<file path="src/hdl/daa_pkg.sv">
// daa_pkg: constants, types and arctangent table for the directed arc angle core
// depends on nothing
`default_nettype none
package daa_pkg;
    localparam int COORD_WIDTH = 16;
    localparam int ANGLE_FRAC_BITS = 13;
    localparam int CORDIC_STAGES = 16;
    localparam int GUARD_BITS = 16;
    localparam int DIFF_WIDTH = COORD_WIDTH + 1;
    // vector grows by ~1.65 plus sign, keep margin
    localparam int VEC_WIDTH = DIFF_WIDTH + GUARD_BITS + 3;
    localparam int ANG_WIDTH = ANGLE_FRAC_BITS + 5;
    localparam int ARC_WIDTH = 16;
    localparam int SH = 30 - ANGLE_FRAC_BITS;

    typedef logic signed [DIFF_WIDTH-1:0] diff_t;
    typedef logic signed [VEC_WIDTH-1:0] vec_t;
    typedef logic signed [ANG_WIDTH-1:0] ang_t;

    typedef struct packed {
        vec_t x;
        vec_t y;
        ang_t z;
    } lane_state_t;

    function automatic ang_t fmt(input longint q30);
        longint r;
        r = (q30 + (64'sd1 <<< (SH - 1))) >>> SH;
        return ang_t'(r);
    endfunction

    function automatic longint atan_q30(input int i);
        longint v;
        case (i)
            0: v = 843314857;
            1: v = 497837830;
            2: v = 263043837;
            3: v = 133525159;
            4: v = 67021687;
            5: v = 33543516;
            6: v = 16775851;
            7: v = 8388437;
            8: v = 4194283;
            9: v = 2097149;
            default: v = (i < 31) ? (64'sd1 <<< (30 - i)) : 64'sd0;
        endcase
        return v;
    endfunction

    localparam ang_t PI_A = fmt(64'sd3373259426);
    localparam ang_t TWO_PI_A = fmt(64'sd6746518852);
endpackage
`default_nettype wire

</file>
<file path="src/hdl/daa_lane.sv">
// daa_lane: pipelined cordic vectoring atan2 for one point about the center
// depends on daa_pkg
`default_nettype none
module daa_lane (
    input  wire logic clk,
    input  wire logic en,
    input  wire daa_pkg::diff_t dx,
    input  wire daa_pkg::diff_t dy,
    output daa_pkg::ang_t angle
);
    import daa_pkg::*;

    lane_state_t st_reg [CORDIC_STAGES+1];
    logic        zero_reg [CORDIC_STAGES+1];
    lane_state_t st_next;
    lane_state_t st_nx [CORDIC_STAGES];
    logic        neg;

    always_comb
    begin
        neg = dx[DIFF_WIDTH-1];
        st_next.x = neg ? vec_t'(-dx) <<< GUARD_BITS : vec_t'(dx) <<< GUARD_BITS;
        st_next.y = neg ? vec_t'(-dy) <<< GUARD_BITS : vec_t'(dy) <<< GUARD_BITS;
        st_next.z = !neg ? ang_t'(0) : (dy[DIFF_WIDTH-1] ? -PI_A : PI_A);
    end

    // one vectoring iteration per stage
    always_comb
    begin
        for (int i = 0; i < CORDIC_STAGES; i++)
        begin
            st_nx[i] = st_reg[i];
            if (!st_reg[i].y[VEC_WIDTH-1])
            begin
                st_nx[i].x = st_reg[i].x + (st_reg[i].y >>> i);
                st_nx[i].y = st_reg[i].y - (st_reg[i].x >>> i);
                st_nx[i].z = st_reg[i].z + fmt(atan_q30(i));
            end
            else
            begin
                st_nx[i].x = st_reg[i].x - (st_reg[i].y >>> i);
                st_nx[i].y = st_reg[i].y + (st_reg[i].x >>> i);
                st_nx[i].z = st_reg[i].z - fmt(atan_q30(i));
            end
        end
    end

    always_ff @(posedge clk)
    begin
        if (en)
        begin
            st_reg[0]   <= st_next;
            zero_reg[0] <= (dx == '0) && (dy == '0);
            for (int i = 0; i < CORDIC_STAGES; i++)
            begin
                st_reg[i+1]   <= st_nx[i];
                zero_reg[i+1] <= zero_reg[i];
            end
        end
    end

    assign angle = zero_reg[CORDIC_STAGES] ? ang_t'(0) : st_reg[CORDIC_STAGES].z;
endmodule
`default_nettype wire

</file>
<file path="config.mk">
export PLATFORM = sky130hd
export DESIGN_NAME = daa_lane
export DESIGN_NICKNAME = d
export VERILOG_FILES = /design/src/hdl/daa_pkg.sv /design/src/hdl/daa_lane.sv
export SDC_FILE = /design/constraint.sdc
export NUM_CORES = 2
export LEC_CHECK = 0
export ABC_CLOCK_PERIOD_IN_PS = 4100
export BUFFER_PORTS_ARGS = -buffer_cell sky130_fd_sc_hd__clkbuf_2
export CAP_MARGIN = 5
export CORE_MARGIN = 2
export CORE_UTILIZATION = 32
export CTS_BUF_LIST = sky130_fd_sc_hd__clkbuf_8
export CTS_CLUSTER_SIZE = 25
export DETAILED_ROUTE_END_ITERATION = 12
export PLACE_DENSITY = 0.45
export SLEW_MARGIN = 5
export SYNTH_ARGS = -nofsm -noshare
export SYNTH_HDL_FRONTEND = slang
export SYNTH_SLANG_ARGS = --single-unit
</file>
<file path="constraint.sdc">
create_clock -name clk -period 4.1 [get_ports clk]
set_input_delay 0.205 -clock clk [delete_from_list [all_inputs] [get_ports clk]]
set_output_delay 0.205 -clock clk [all_outputs]
set_load 0.01 [all_outputs]
</file>
Word level (Yosys, flattened, before mapping). Memories as Yosys holds them, arrays and structs flattened. Cells that the tools add are included.

Bits in registers: 0. RAM bits: 1547. Input port bits: 36. Output and inout bits: 18. Logic and storage cells: 189. Memories: 2.

Add/subtract/negate cells: 129. Mux-type cells: 55. Reductions and logical operators: 3.

Memory list: st_reg (depth 17, bits a word 90, rd ports 17, clocked after Yosys merged registers in 0, wr ports 17, line daa_lane.sv:13) `lane_state_t st_reg [CORDIC_STAGES+1];`; zero_reg (depth 17, bits a word 1, rd ports 17, clocked after Yosys merged registers in 0, wr ports 17, line daa_lane.sv:14) `logic zero_reg [CORDIC_STAGES+1];`.

Operators by type and width (number): 2-to-1 mux 90 bit (16); adder 35 x 18 -> 35 bit (second input constant) (32); 2-to-1 mux 35 bit (32); adder 18 bit (16); subtractor 18 bit (16); adder 36 x 21 -> 36 bit (2); adder 36 x 22 -> 36 bit (2); adder 36 x 23 -> 36 bit (2); adder 36 x 24 -> 36 bit (2); adder 36 x 25 -> 36 bit (2); adder 36 x 26 -> 36 bit (2); adder 36 x 27 -> 36 bit (2); adder 36 x 28 -> 36 bit (2); adder 36 x 29 -> 36 bit (2); adder 36 x 30 -> 36 bit (2); adder 36 x 31 -> 36 bit (2); adder 36 x 32 -> 36 bit (2); adder 36 x 33 -> 36 bit (2); adder 36 x 34 -> 36 bit (2); adder 36 x 35 -> 36 bit (2); 2-to-1 mux 36 bit (2); subtractor 36 x 21 -> 36 bit (2); subtractor 36 x 22 -> 36 bit (2); subtractor 36 x 23 -> 36 bit (2); other kinds (19) (37).

Depth between registers and ports, before layout.
Depth in word-level cells: 4. Gate-level depth with buffers: 22. Depth with buffers taken out: 22.

Least setup slack after synthesis. No wires, ideal clock.

Path type: register -> register. From: memory st_reg[0][1022] (netlist bit). To: memory st_reg[0][1168] (netlist bit), data pin. Library setup time: 0.258 ns. Data arrival time: 4.264 ns. Data required time: 3.842 ns. Slack: -0.422 ns. Stages on the path, launching flop included: 17. Buffers on the path: 0. Clock period less this slack: 4.522 ns. Cell sequence: edfxtp_1 nor4_1 nor4b_1 a21oi_1 xnor2_1 ha_1 and3_1 and3_1 o211ai_1 nand3_1 o41ai_1 o31a_1 o41ai_2 a41oi_1 o21ai_0 a21oi_1 xnor2_1.

RTL lines (line): start, declared (daa_lane.sv:13).

==> results.yml <==
cells_and_area:
  nets: 13300
  regArea_mm2: 0.0338
  multiInputGateArea_mm2: 0.0638
  drive_above_1_share_pct: 29.1
  design_area_mm2: 0.127
  syn2layout_area_growth_pct: 35.1
  largest_register_ffs: 1109
  fill_cells: 28200
  layout.cells.non_filler: 16300
placed_design:
  dp.cells: 15500
  io_buffer_count: 53
  dp_hpwl_mm: 235
  gp_congestion: 0.896
  placed_area_mm2: 0.113
worst_setup_path:
  crit_family: "simple AND/OR/NAND/NOR gates"
  cpPeakStageDelay_ns: 0.64
  endpoint_kind: "flip-flop"
  cp.arrival_ns: 5.18
  crit_type: "flip-flop to flip-flop"
  cpMaxStageDelayCell: "or4b_2"
  start_kind: "flip-flop"
  cp_num_buf_inv: 3
  cp_cell_sequence: "nor4_2 > nor4b_4 > nand2_2 > buf_4 > nor3_4 > buf_6 > buf_4 > a31oi_1 > xnor2_1 > ha_1 > a21oi_1 > nor2b_1 > or4b_2 > a211oi_2 > nor2_1 > a41o_1 > o21a_1 > a221oi_2 > xnor2_1"
  cp_max_fo: 4
  cp.required_ns: 4.78
logic_synthesis:
  synthCells: 9855
  yosys-top-cells-area: "edfxtp_1 (36%), ha_1 (14%), xnor2_1 (8.8%)"
  netlist_area_mm2: 0.0939
  async_flop_share_pct: 0
  ys_types: 110
  synth.most_common_cell: "edfxtp_1"
  syn_avg_cell_area_um2: 9.53
  synthTopCellsByCount: "edfxtp_1 (1126), a21oi_1 (1062), ha_1 (1045)"
  synth_edf_count: 1126
  ys.flop_type: "edfxtp_1"
  ys_seq_area_share_pct: 36.0
  ys_warn_count: 0
  synth_top_cell_by_area: "edfxtp_1"
  yosys_register_bits: 1126
  yosysTopAreaCellShare_pct: 36.0
sta:
  relSlewSlack_pct: 32.3
  fin_crit_sh_pct: 110
  worst_slew_pin_slew_ns: 1.01
  fmax_mhz: 222
  setup_ws_ns: -0.401
  finalMaxSlewViolations: 0
  min_period_ns: 4.50
  grt_setup_unrepaired: "true"
  finalSetupViolations: 73
  hold_ws_ns: 0.269
  fin_setup_tns_ns: -9.51
  skew_ns: 0.0963
  hold_viol: 0
global_route:
  grt_max_degree: 84
  grt_overflow: 0
  antenna_found_initial: 6
  grt_pass1_wl_mm: 454
  grt.total_usage_pct: 19.0
  grt_pass1_vias: 80800
die:
  die_x_um: 546
  die-area_mm2: 0.298
  fp-row-count: 198
  ios: 54
  die_h_um: 546
  coreArea_mm2: 0.292
  start_util_pct: 32.2
clock_tree:
  path_clk_slew_ns: 0.06
  cts_tree: "built"
  cts_max_level: 4
  cts_root_buf: "clkbuf_8"
  cts_num_sinks: 1126
  cts_buffers: 221
  clk_latency_ns: 1.00
  ctsLongestPathBuffers: 4
routing:
  drc_errors: 0
  drtIter0Drc: 4420
  wl_per_cell_um: 18.2
  ant_nets: 0
  vias: 81800
  firstDrtPassIters: 5
  via_per_inst: 5.02
  wirelength_mm: 296
run_status:
  status: "finished with violations"
  violations: "negative setup slack"
worst_hold_path:
  min_path_type: "input port to flip-flop"
job:
  maxCapViolCount: 0
-- cells in the final DEF, fill, tap and decap left out, drive strengths merged, types with 48 or more instances in the layout --
cell type,n
or3,59
nor2b,152
edfxtp,1126
nor2,953
nand3,146
a31oi,102
nor4,88
buf,2159
o21ai,431
a211oi,58
nor3,271
xor2,514
and3,100
inv,542
clkinv,90
o41ai,53
a21oi,1063
nand4,76
nand2b,139
dlygate4sd3,94
o21bai,137
o21a,136
ha,1045
a21o,381
o31ai,48
xnor2,943
nand2,502
and2,83
clkbuf,275
-- per-layer routing --
layer  share of wire [%]  vias up  GRT usage [%]
met4                 1.9        2           3.88
met3                 3.5      332           2.10
met2                  48     1265           32.2
li1                    -    40900              -
met1                  47    39300           25.9
met5              0.0044        -              0
-- area by class of cell --
| type | instances | area share [%] |
|---|---|---|
| antenna | 5 | 0.00986 |
| clock buffer | 223 | 2.42 |
| clock inverter | 176 | 1.09 |
| inverter | 493 | 1.47 |
| multi-input combinational | 8066 | 50.2 |
| sequential | 1126 | 26.6 |
| tap | 3900 | 3.84 |
| timing repair buffer | 2305 | 14.3 |
-- kinds of logic (layout without fill, tap and decap cells) --
group,after synthesis,count (layout),synth area share [%]
and+or+nand+nor,2740,2740,14.2
AOI/OAI and AO/OA,2731,2731,18.3
xor gates and xnor gates,1457,1457,13.6
DFF,1126,1126,36.0
adders and majority gates,1079,1079,14.6
buffers and inverters,665,3197,2.67
muxes,56,56,0.641
other,1,8,0.00399
-- worst min-delay path, cell delays in order --
cell,delay [ns]
dlygate4sd3_1,0.53
clkbuf_2,0.11
inv_1,0.06
o21ai_0,0.23
-- stage by stage --
stage	utilization [%]	setup slack [ns]
after detailed placement	38.9	-0.525
after CTS	41.9	-0.422
final	43.5	-0.401
after global routing	43.5	-0.734
after floorplan	-	-0.160
after global placement	38.9	-0.551
-- final timing paths --
check / start / endpoint / slack (ns) / cells past startpoint
max: st_reg[0][566]$_DFFE_PP_ / st_reg[0][718]$_DFFE_PP_ / -0.40 / 19
max reg2reg: st_reg[0][566]$_DFFE_PP_ / st_reg[0][718]$_DFFE_PP_ / -0.40 / 19
min reg2reg: st_reg[0][455]$_DFFE_PP_ / st_reg[0][545]$_DFFE_PP_ / 0.40 / 0
min: dx[1] / st_reg[0][71]$_DFFE_PP_ / 0.27 / 4
-- timing repair --
item	4_1_cts	5_1_grt
pin swaps	390	655
hold endpoints to repair	230	0
gates cloned	0	0
setup buffers	129	185
hold buffers	94	0
gates resized for setup	605	768
endpoints found under the setup margin	188	247
Power is left out: the tool's default activity adds up to more than one toggle a clock period on the data nets, which glitch-free logic cannot reach.
