<file path="src/hdl/daa_pkg.sv">
// daa_pkg: constants, types and arctangent table for the directed arc angle core
// depends on nothing
`default_nettype none
package daa_pkg;
    localparam int COORD_WIDTH = 16;
    localparam int ANGLE_FRAC_BITS = 13;
    localparam int CORDIC_STAGES = 16;
    localparam int GUARD_BITS = 16;
    localparam int DIFF_WIDTH = COORD_WIDTH + 1;
    // vector grows by ~1.65 plus sign, keep margin
    localparam int VEC_WIDTH = DIFF_WIDTH + GUARD_BITS + 3;
    localparam int ANG_WIDTH = ANGLE_FRAC_BITS + 5;
    localparam int ARC_WIDTH = 16;
    localparam int SH = 30 - ANGLE_FRAC_BITS;

    typedef logic signed [DIFF_WIDTH-1:0] diff_t;
    typedef logic signed [VEC_WIDTH-1:0] vec_t;
    typedef logic signed [ANG_WIDTH-1:0] ang_t;

    typedef struct packed {
        vec_t x;
        vec_t y;
        ang_t z;
    } lane_state_t;

    function automatic ang_t fmt(input longint q30);
        longint r;
        r = (q30 + (64'sd1 <<< (SH - 1))) >>> SH;
        return ang_t'(r);
    endfunction

    function automatic longint atan_q30(input int i);
        longint v;
        case (i)
            0: v = 843314857;
            1: v = 497837830;
            2: v = 263043837;
            3: v = 133525159;
            4: v = 67021687;
            5: v = 33543516;
            6: v = 16775851;
            7: v = 8388437;
            8: v = 4194283;
            9: v = 2097149;
            default: v = (i < 31) ? (64'sd1 <<< (30 - i)) : 64'sd0;
        endcase
        return v;
    endfunction

    localparam ang_t PI_A = fmt(64'sd3373259426);
    localparam ang_t TWO_PI_A = fmt(64'sd6746518852);
endpackage
`default_nettype wire

</file>
<file path="src/hdl/daa_merge.sv">
// daa_merge: directed difference of the two lane angles, wrap and saturate
// depends on daa_pkg
`default_nettype none
module daa_merge (
    input  wire daa_pkg::ang_t alpha,
    input  wire daa_pkg::ang_t beta,
    input  wire logic ccw,
    output logic [daa_pkg::ARC_WIDTH-1:0] arc
);
    import daa_pkg::*;

    logic signed [ANG_WIDTH+1:0] d;
    logic signed [ANG_WIDTH+1:0] tp;

    always_comb
    begin
        tp = (ANG_WIDTH+2)'(TWO_PI_A);
        d = ccw ? ((ANG_WIDTH+2)'(beta) - (ANG_WIDTH+2)'(alpha))
                : ((ANG_WIDTH+2)'(alpha) - (ANG_WIDTH+2)'(beta));
        if (d <= 0)
            d = d + tp;
        if (d < 0)
            d = '0;
        if (d > tp)
            d = tp;
        arc = d[ARC_WIDTH-1:0];
    end
endmodule
`default_nettype wire

</file>
<file path="config.mk">
export PLATFORM = sky130hd
export DESIGN_NAME = daa_merge
export DESIGN_NICKNAME = d
export VERILOG_FILES = /design/src/hdl/daa_pkg.sv /design/src/hdl/daa_merge.sv
export SDC_FILE = /design/constraint.sdc
export NUM_CORES = 1
export LEC_CHECK = 0
export BUFFER_PORTS_ARGS = -buffer_cell sky130_fd_sc_hd__clkbuf_2
export CORE_AREA = 2 2 76 107
export DETAILED_ROUTE_END_ITERATION = 10
export DIE_AREA = 0 0 78 109
export PLACE_DENSITY = 0.71
export SLEW_MARGIN = 20
export SYNTH_ARGS = -nofsm -noshare
export SYNTH_HDL_FRONTEND = slang
export SYNTH_SLANG_ARGS = --single-unit
</file>
<file path="constraint.sdc">
create_clock -name vclk -period 4.4
set_clock_uncertainty 0.1 [all_clocks]
set_input_delay 0.22 -clock vclk [all_inputs]
set_output_delay 0.22 -clock vclk [all_outputs]
set_load 0.005 [all_outputs]
</file>
* Yosys cells after proc, flatten, opt, wreduce, memory -nomap -nowiden *
Cells that the tools add are included.

word-level totals
  flip-flop bits (word level) = 0
  bits of input ports = 37
  output and inout bits = 16
  logic and storage cells = 10

operators by class
  add/subtract/negate cells = 3
  order comparisons = 3
  multiplexer cells = 4

operators by type and width
  kind                                                             count
  2-to-1 mux 20 bit                                                3
  subtractor 18 x 18 -> 19 bit                                     2
  adder 20 x 17 -> 20 bit, second input constant                   1
  greater-than comparator 20 x 17 -> 1 bit, second input constant  1
  less-or-equal comparator 20 x 1 -> 1 bit, second input constant  1
  < comparator 20 x 1 -> 1 bit, second input constant              1
  2-to-1 mux 16 bit                                                1

* Logic depth before layout (Yosys ltp) *
Gate-level depths: netlist of run 1.

  word-level depth = 8
  depth in mapped cells = 19
  gate-level depth less buffers = 18

* Worst setup path before layout of run 1 *
Ideal clock, no wire load.

  path type = input to output
  start point = input alpha[0]
  end point = output arc[10] in the netlist's numbering
  arrival time = 3.695 ns
  data required time = 4.080 ns
  slack = 0.385 ns
  cell stages on the path = 16
  path buffers = 0
  cells stage by stage = inv_1 ha_1 inv_1 fa_1 a211oi_1 o21ai_1 o21ai_1 xnor2_1 clkinv_1 a2111oi_4 o211ai_4 a2111o_1 o2111a_1 or3_4 nor3_4 nor3_2

between the ends
  longest elaborated chain between the ends = 8
  elaborated cells between the ends (all ways) = 10
  those cells by class = 3 x add/sub; 3 x order compare; 4 x mux

RTL lines
  element                                                                                     RTL line                          RTL
  start: declaration                                                                          daa_merge.sv:5                    input wire daa_pkg::ang_t alpha,
  subtractor 18 x 18 -> 19 bit, on equally long branches                                      daa_merge.sv:19, daa_merge.sv:18
  2-to-1 mux 20 bit *                                                                         daa_merge.sv:18                   d = ccw ? ((ANG_WIDTH+2)'(beta) - (ANG_WIDTH+2)'(alpha))
  adder 20 x 17 -> 20 bit / less-or-equal comparator 20 x 1 -> 1 bit (equally long branches)  daa_merge.sv:21, daa_merge.sv:20
  2-to-1 mux 20 bit *                                                                         daa_merge.sv:20                   if (d <= 0)
  < comparator 20 x 1 -> 1 bit                                                                daa_merge.sv:22                   if (d < 0)
  2-to-1 mux 20 bit *                                                                         daa_merge.sv:22
  greater-than comparator 20 x 17 -> 1 bit                                                    daa_merge.sv:24                   if (d > tp)
  2-to-1 mux 16 bit *                                                                         daa_merge.sv:24
  end: declaration                                                                            daa_merge.sv:8                    output logic [daa_pkg::ARC_WIDTH-1:0] arc

Mark *: on every way between the ends. The rest lies on a longest branch, timed or not.

* Final worst setup path of run 1 *
  start point = input alpha[0]
  end point = output arc[4] in the netlist's numbering

The elaborated chain is that of the path after synthesis.

==> flow_summary.yaml, run 1 <==
placement:
  dp_hpwl_um: 7550
  placed_area_mm2: 0.00352
  numPortBuffers: 53
  dp_slack_ns: -0.0244
  gp_congestion: 0.959
cells_and_area:
  clock_buffers: 0
  layout.area.seq_um2: 0
  multi_input_area_mm2: 0.00283
  fill_cells: 798
  n_antenna_cell: 0
  fin_area_mm2: 0.00378
  mostFrequentLayoutCell: "clkbuf_2"
  synthToLayoutAreaGrowth_pct: 28.9
  numSequentialCells: 0
  layout.nets: 583
  mostFrequentLayoutCells: "47 x clkbuf_2, 44 x buf_4, 43 x inv_1"
  drive_gt1_share_pct: 32.5
timing:
  holdWs_ns: 0.695
  finalCriticalPeriod_ns: 4.33
  period_share_pct: 98.5
  worst_pin_slew_ns: 0.509
  final.setup.worst_slack_ns: 0.0681
  final_max_slew_viol_count: 0
  relSlewSlack_pct: 65.8
  rsz0062_at_grt: "yes"
  tns_ns: 0
  finalSetupViolCount: 0
  clock.fmax_mhz: 231
  hold_viol_final: 0
routing:
  routedWlPerCell_um: 15.4
  drc: 0
  firstDrtPassIters: 5
  ant_nets: 0
  vias: 3527
  wirelength_um: 9290
  drtIter0Drc: 168
  viasPerCell: 5.84
synth:
  synth.largest_area_cell: "ha_1"
  yosysSeqAreaShare_pct: 0
  synth_cell_type_count: 75
  syn_area_per_cell_um2: 6.89
  synth.net_count: 503
  syn_inst: 426
  synth_top_area_share_pct: 16.2
  yosysWarningCount: 0
  syn_area_mm2: 0.00294
  netlist_top_cells_area: "ha_1 16%, a21oi_1 6.5%, inv_1 5.9%, nand2_1 4.6%, o21ai_0 4.1%"
flow_run:
  maxCapViolCount: 0
die:
  initial_core_util_pct: 38.6
  dieHeight_um: 109
  die_x_um: 78
  die_area_mm2: 0.00850
  io_pins: 53
  std_cell_rows: 38
  core_area_mm2: 0.00761
global_routing:
  grt_pass1_wl_um: 14900
  gr-total-overflow: 0
  antenna_found_initial: 0
  grt_usage_pct: 20.7
  grt_pass1_vias: 3252
  grt_max_degree: 18
power_and_ir_drop:
  p_per_area_mw_per_mm2: 232
  total_power_uw: 876
  leakage_nw: 1.73
  ir_worst_vdd_v: 0.000100
status:
  status: "completed"
hold_path:
  hp-class: "in -> out"
  min-delay-start: "beta[0]"
setup_path:
  end_kind: "output pin"
  critPathLaunchType: "input port"
  crit_start: "alpha[0]"
  arrival_ns: 4.01
  critical_path_class: "in -> out"
  cp.required_ns: 4.08
  crit_fanout: 4
cts:
  postCtsHoldBufs: 0
-- final cells by class --
class / instances / share of cell area (%)
repair buffers: 99 / 17.1
well taps: 100 / 3.31
inverters: 49 / 4.93
multi-input cells: 356 / 74.7
-- worst max-delay path, stage by stage --
cell and delay [ns]:
buf_6 0.10, inv_2 0.05, ha_4 0.12, inv_2 0.04, fa_2 0.39, a211oi_2 0.26
o21ai_2 0.10, o211ai_1 0.22, a211oi_2 0.13, or4_4 0.54, nor4_4 0.30, nand4b_1 0.23
and2_4 0.21, a2111o_1 0.43, or3_4 0.43, o2111ai_2 0.09, buf_2 0.14
-- through the flow --
step                      instances  utilization, %
after floorplan                 426               -
after global placement          598            46.3
after detailed placement        598            46.3
after CTS                       599            46.5
after global routing            604            49.7
final                           604            49.7
-- logic make-up (layout without fill, tap and decap cells) --
| family | Yosys count | in the layout | share of synthesized area [%] |
|---|---|---|---|
| simple gates | 136 | 136 | 26.3 |
| compound gates | 156 | 156 | 37.6 |
| xor+xnor | 18 | 18 | 6.14 |
| buf+inv | 70 | 148 | 10.3 |
| fa+ha+maj | 40 | 40 | 17.6 |
| mux | 6 | 6 | 2.09 |
-- path summary, 6_finish.rpt --
check / endpoint / cells after the start
setup / recovery: arc[4] / 17
hold / removal: arc[0] / 4
-- power by group --
part / total [mW] / internal, mW / switching [mW] / leakage, nW
combinational: 0.876 / 0.389 / 0.488 / 1.73
clock: 0 / 0 / 0 / 0
sequential: 0 / 0 / 0 / 0
-- what timing repair did --
action | 4_1_cts | 5_1_grt
resized for setup | 2 | 53
pin swaps | 1 | 23
setup buffers | 1 | 5
setup endpoints to repair | 9 | 16
-- Yosys cell counts, drive strengths merged (8+ instances only) --
| cell | number |
|---|---|
| a211oi | 16 |
| a21oi | 39 |
| ha | 38 |
| nand4 | 8 |
| buf | 15 |
| xnor2 | 13 |
| nor2 | 26 |
| o21ai | 31 |
| o211ai | 12 |
| nand2 | 36 |
| inv | 48 |
| nor3 | 14 |
-- metal layers --
layer  up-vias  global-route usage, %  wire, um
met5         -                      0         0
met4         0                   5.01       244
met3        22                  0.331       291
met2       100                   42.2      5010
met1      1668                   23.6      3740
li1       1737                      -         -
(Power assumes the default switching activity.)
==> run 2, diff against run 1 <==
MAX_ROUTING_LAYER = met4   (was default)
PLACE_DENSITY = 0.69   (was 0.71)
==> flow_summary.yaml, run 2 (same netlist as run 1, synthesis figures left out) <==
cells_and_area:
  clock_buffers: 0
  layout.nets: 580
  n_antenna_cell: 0
  drive_gt1_share_pct: 30.9
  multi_input_area_mm2: 0.00278
  mostFrequentLayoutCells: "52 x clkbuf_2, 46 x inv_1, 41 x buf_4"
  final_util_pct: 48.6
  numSequentialCells: 0
  synthToLayoutAreaGrowth_pct: 26.0
  mostFrequentLayoutCell: "clkbuf_2"
  fill_cells: 798
  layout.area.seq_um2: 0
routing:
  viasPerCell: 5.79
  firstDrtPassIters: 4
  drtIter0Drc: 102
  ant_nets: 0
  wirelength_um: 9140
  routedWlPerCell_um: 15.2
  drc: 0
  vias: 3479
timing:
  holdWs_ns: 0.723
  finalCriticalPeriod_ns: 4.26
  final.setup.worst_slack_ns: 0.138
  clock.fmax_mhz: 235
  period_share_pct: 96.9
  final_max_slew_viol_count: 0
  tns_ns: 0
  finalSetupViolCount: 0
  worst_pin_slew_ns: 0.528
  hold_viol_final: 0
  relSlewSlack_pct: 64.5
placement:
  dp_hpwl_um: 7530
  gp_congestion: 0.895
  dp_slack_ns: 0.00212
  numPortBuffers: 53
setup_path:
  arrival_ns: 3.94
  critPathMaxStageDelay_ns: 0.53
  cp_slowest_cell: "or4_4"
  end_kind: "output pin"
  crit_path_cell_trace: "clkbuf_2 -> inv_1 -> ha_2 -> fa_2 -> nand2b_4 -> a21oi_4 -> o211ai_1 -> and4_1 -> or4_4 -> buf_4 -> nand2_2 -> a21o_1 -> mux2_1 -> or3_4 -> or3_4 -> o2111ai_1 -> clkbuf_2"
  critical_path_class: "in -> out"
  critPathLaunchType: "input port"
  crit_fanout: 4
  cp.required_ns: 4.08
cts:
  postCtsHoldBufs: 0
power_and_ir_drop:
  power_frac_comb_pct: 100.0
  clockPowerShare_pct: 0
  seqPwrFrac_pct: 0
  ir_worst_vdd_v: 0.000117
  p_per_area_mw_per_mm2: 235
  leakage_nw: 1.71
  netSwitchingFraction_pct: 55.5
  power_switching_uw: 483
  internal_power_uw: 387
die:
  dieHeight_um: 109
  initial_core_util_pct: 38.6
  die_area_mm2: 0.00850
  std_cell_rows: 38
  die_x_um: 78
  core_area_mm2: 0.00761
  io_pins: 53
global_routing:
  antenna_found_initial: 0
  grt_pass1_wl_um: 14600
  grt_pass1_vias: 3247
  grt_max_degree: 21
  grt_usage_pct: 20.9
  gr-total-overflow: 0
flow_run:
  maxCapViolCount: 0
status:
  status: "completed"
hold_path:
  hp-class: "in -> out"
[run 2: final timing paths]
kind / end / slack (ns) / from / cells past startpoint
worst max-delay path: arc[8] / 0.14 / beta[0] / 17
worst min-delay path: arc[0] / 0.72 / beta[0] / 4
[run 2: power groups by stage]
stage / clock network, mW / logic [mW] / registers (mW)
global route: 0 / 0.953 / 0
CTS: 0 / 0.799 / 0
finish: 0 / 0.870 / 0
global placement: 0 / 0.790 / 0
floorplan: 0 / 0.529 / 0
detailed placement: 0 / 0.795 / 0
[run 2: final cells by class]
cell class	count	share of cell area, %
repair buffers	96	16.4
well taps	100	3.38
multi-input cells	356	75.2
inverters	49	4.97
[run 2: metal layers]
metal | global-route usage [%] | up-vias | share of wire (%) | routed length (um)
li1 | - | 1734 | - | -
met1 | 24.1 | 1639 | 41 | 3710
met2 | 40.1 | 90 | 55 | 4990
met3 | 0.662 | 16 | 3.1 | 288
met4 | 4.51 | 0 | 1.7 | 154
met5 | - | - | 0 | 0
[run 2: worst max-delay path, delay by kind of cell]
kind                     cells  cell delay, ns
buffers and inverters        4            0.43
multiplexers                 1            0.34
AO/OA/AOI/OAI                4            0.58
AND/OR/NAND/NOR              6            1.85
adder cells (fa/ha/maj)      2            0.52
[run 2: per-stage QoR]
step | instance area (um^2) | instances | power (mW)
2_1_floorplan | 2940 | 426 | 0.529
3_3_place_gp | 3500 | 595 | 0.790
3_5_place_dp | 3500 | 595 | 0.795
4_1_cts | 3500 | 595 | 0.799
5_1_grt | 3700 | 601 | 0.953
6_report | 3700 | 601 | 0.870
[run 2: repair_timing]
| action | CTS | global route |
|---|---|---|
| pin swaps | 0 | 20 |
| resized for setup | 1 | 36 |
| endpoints found under the setup margin | 3 | 16 |
| buffers inserted | 0 | 6 |
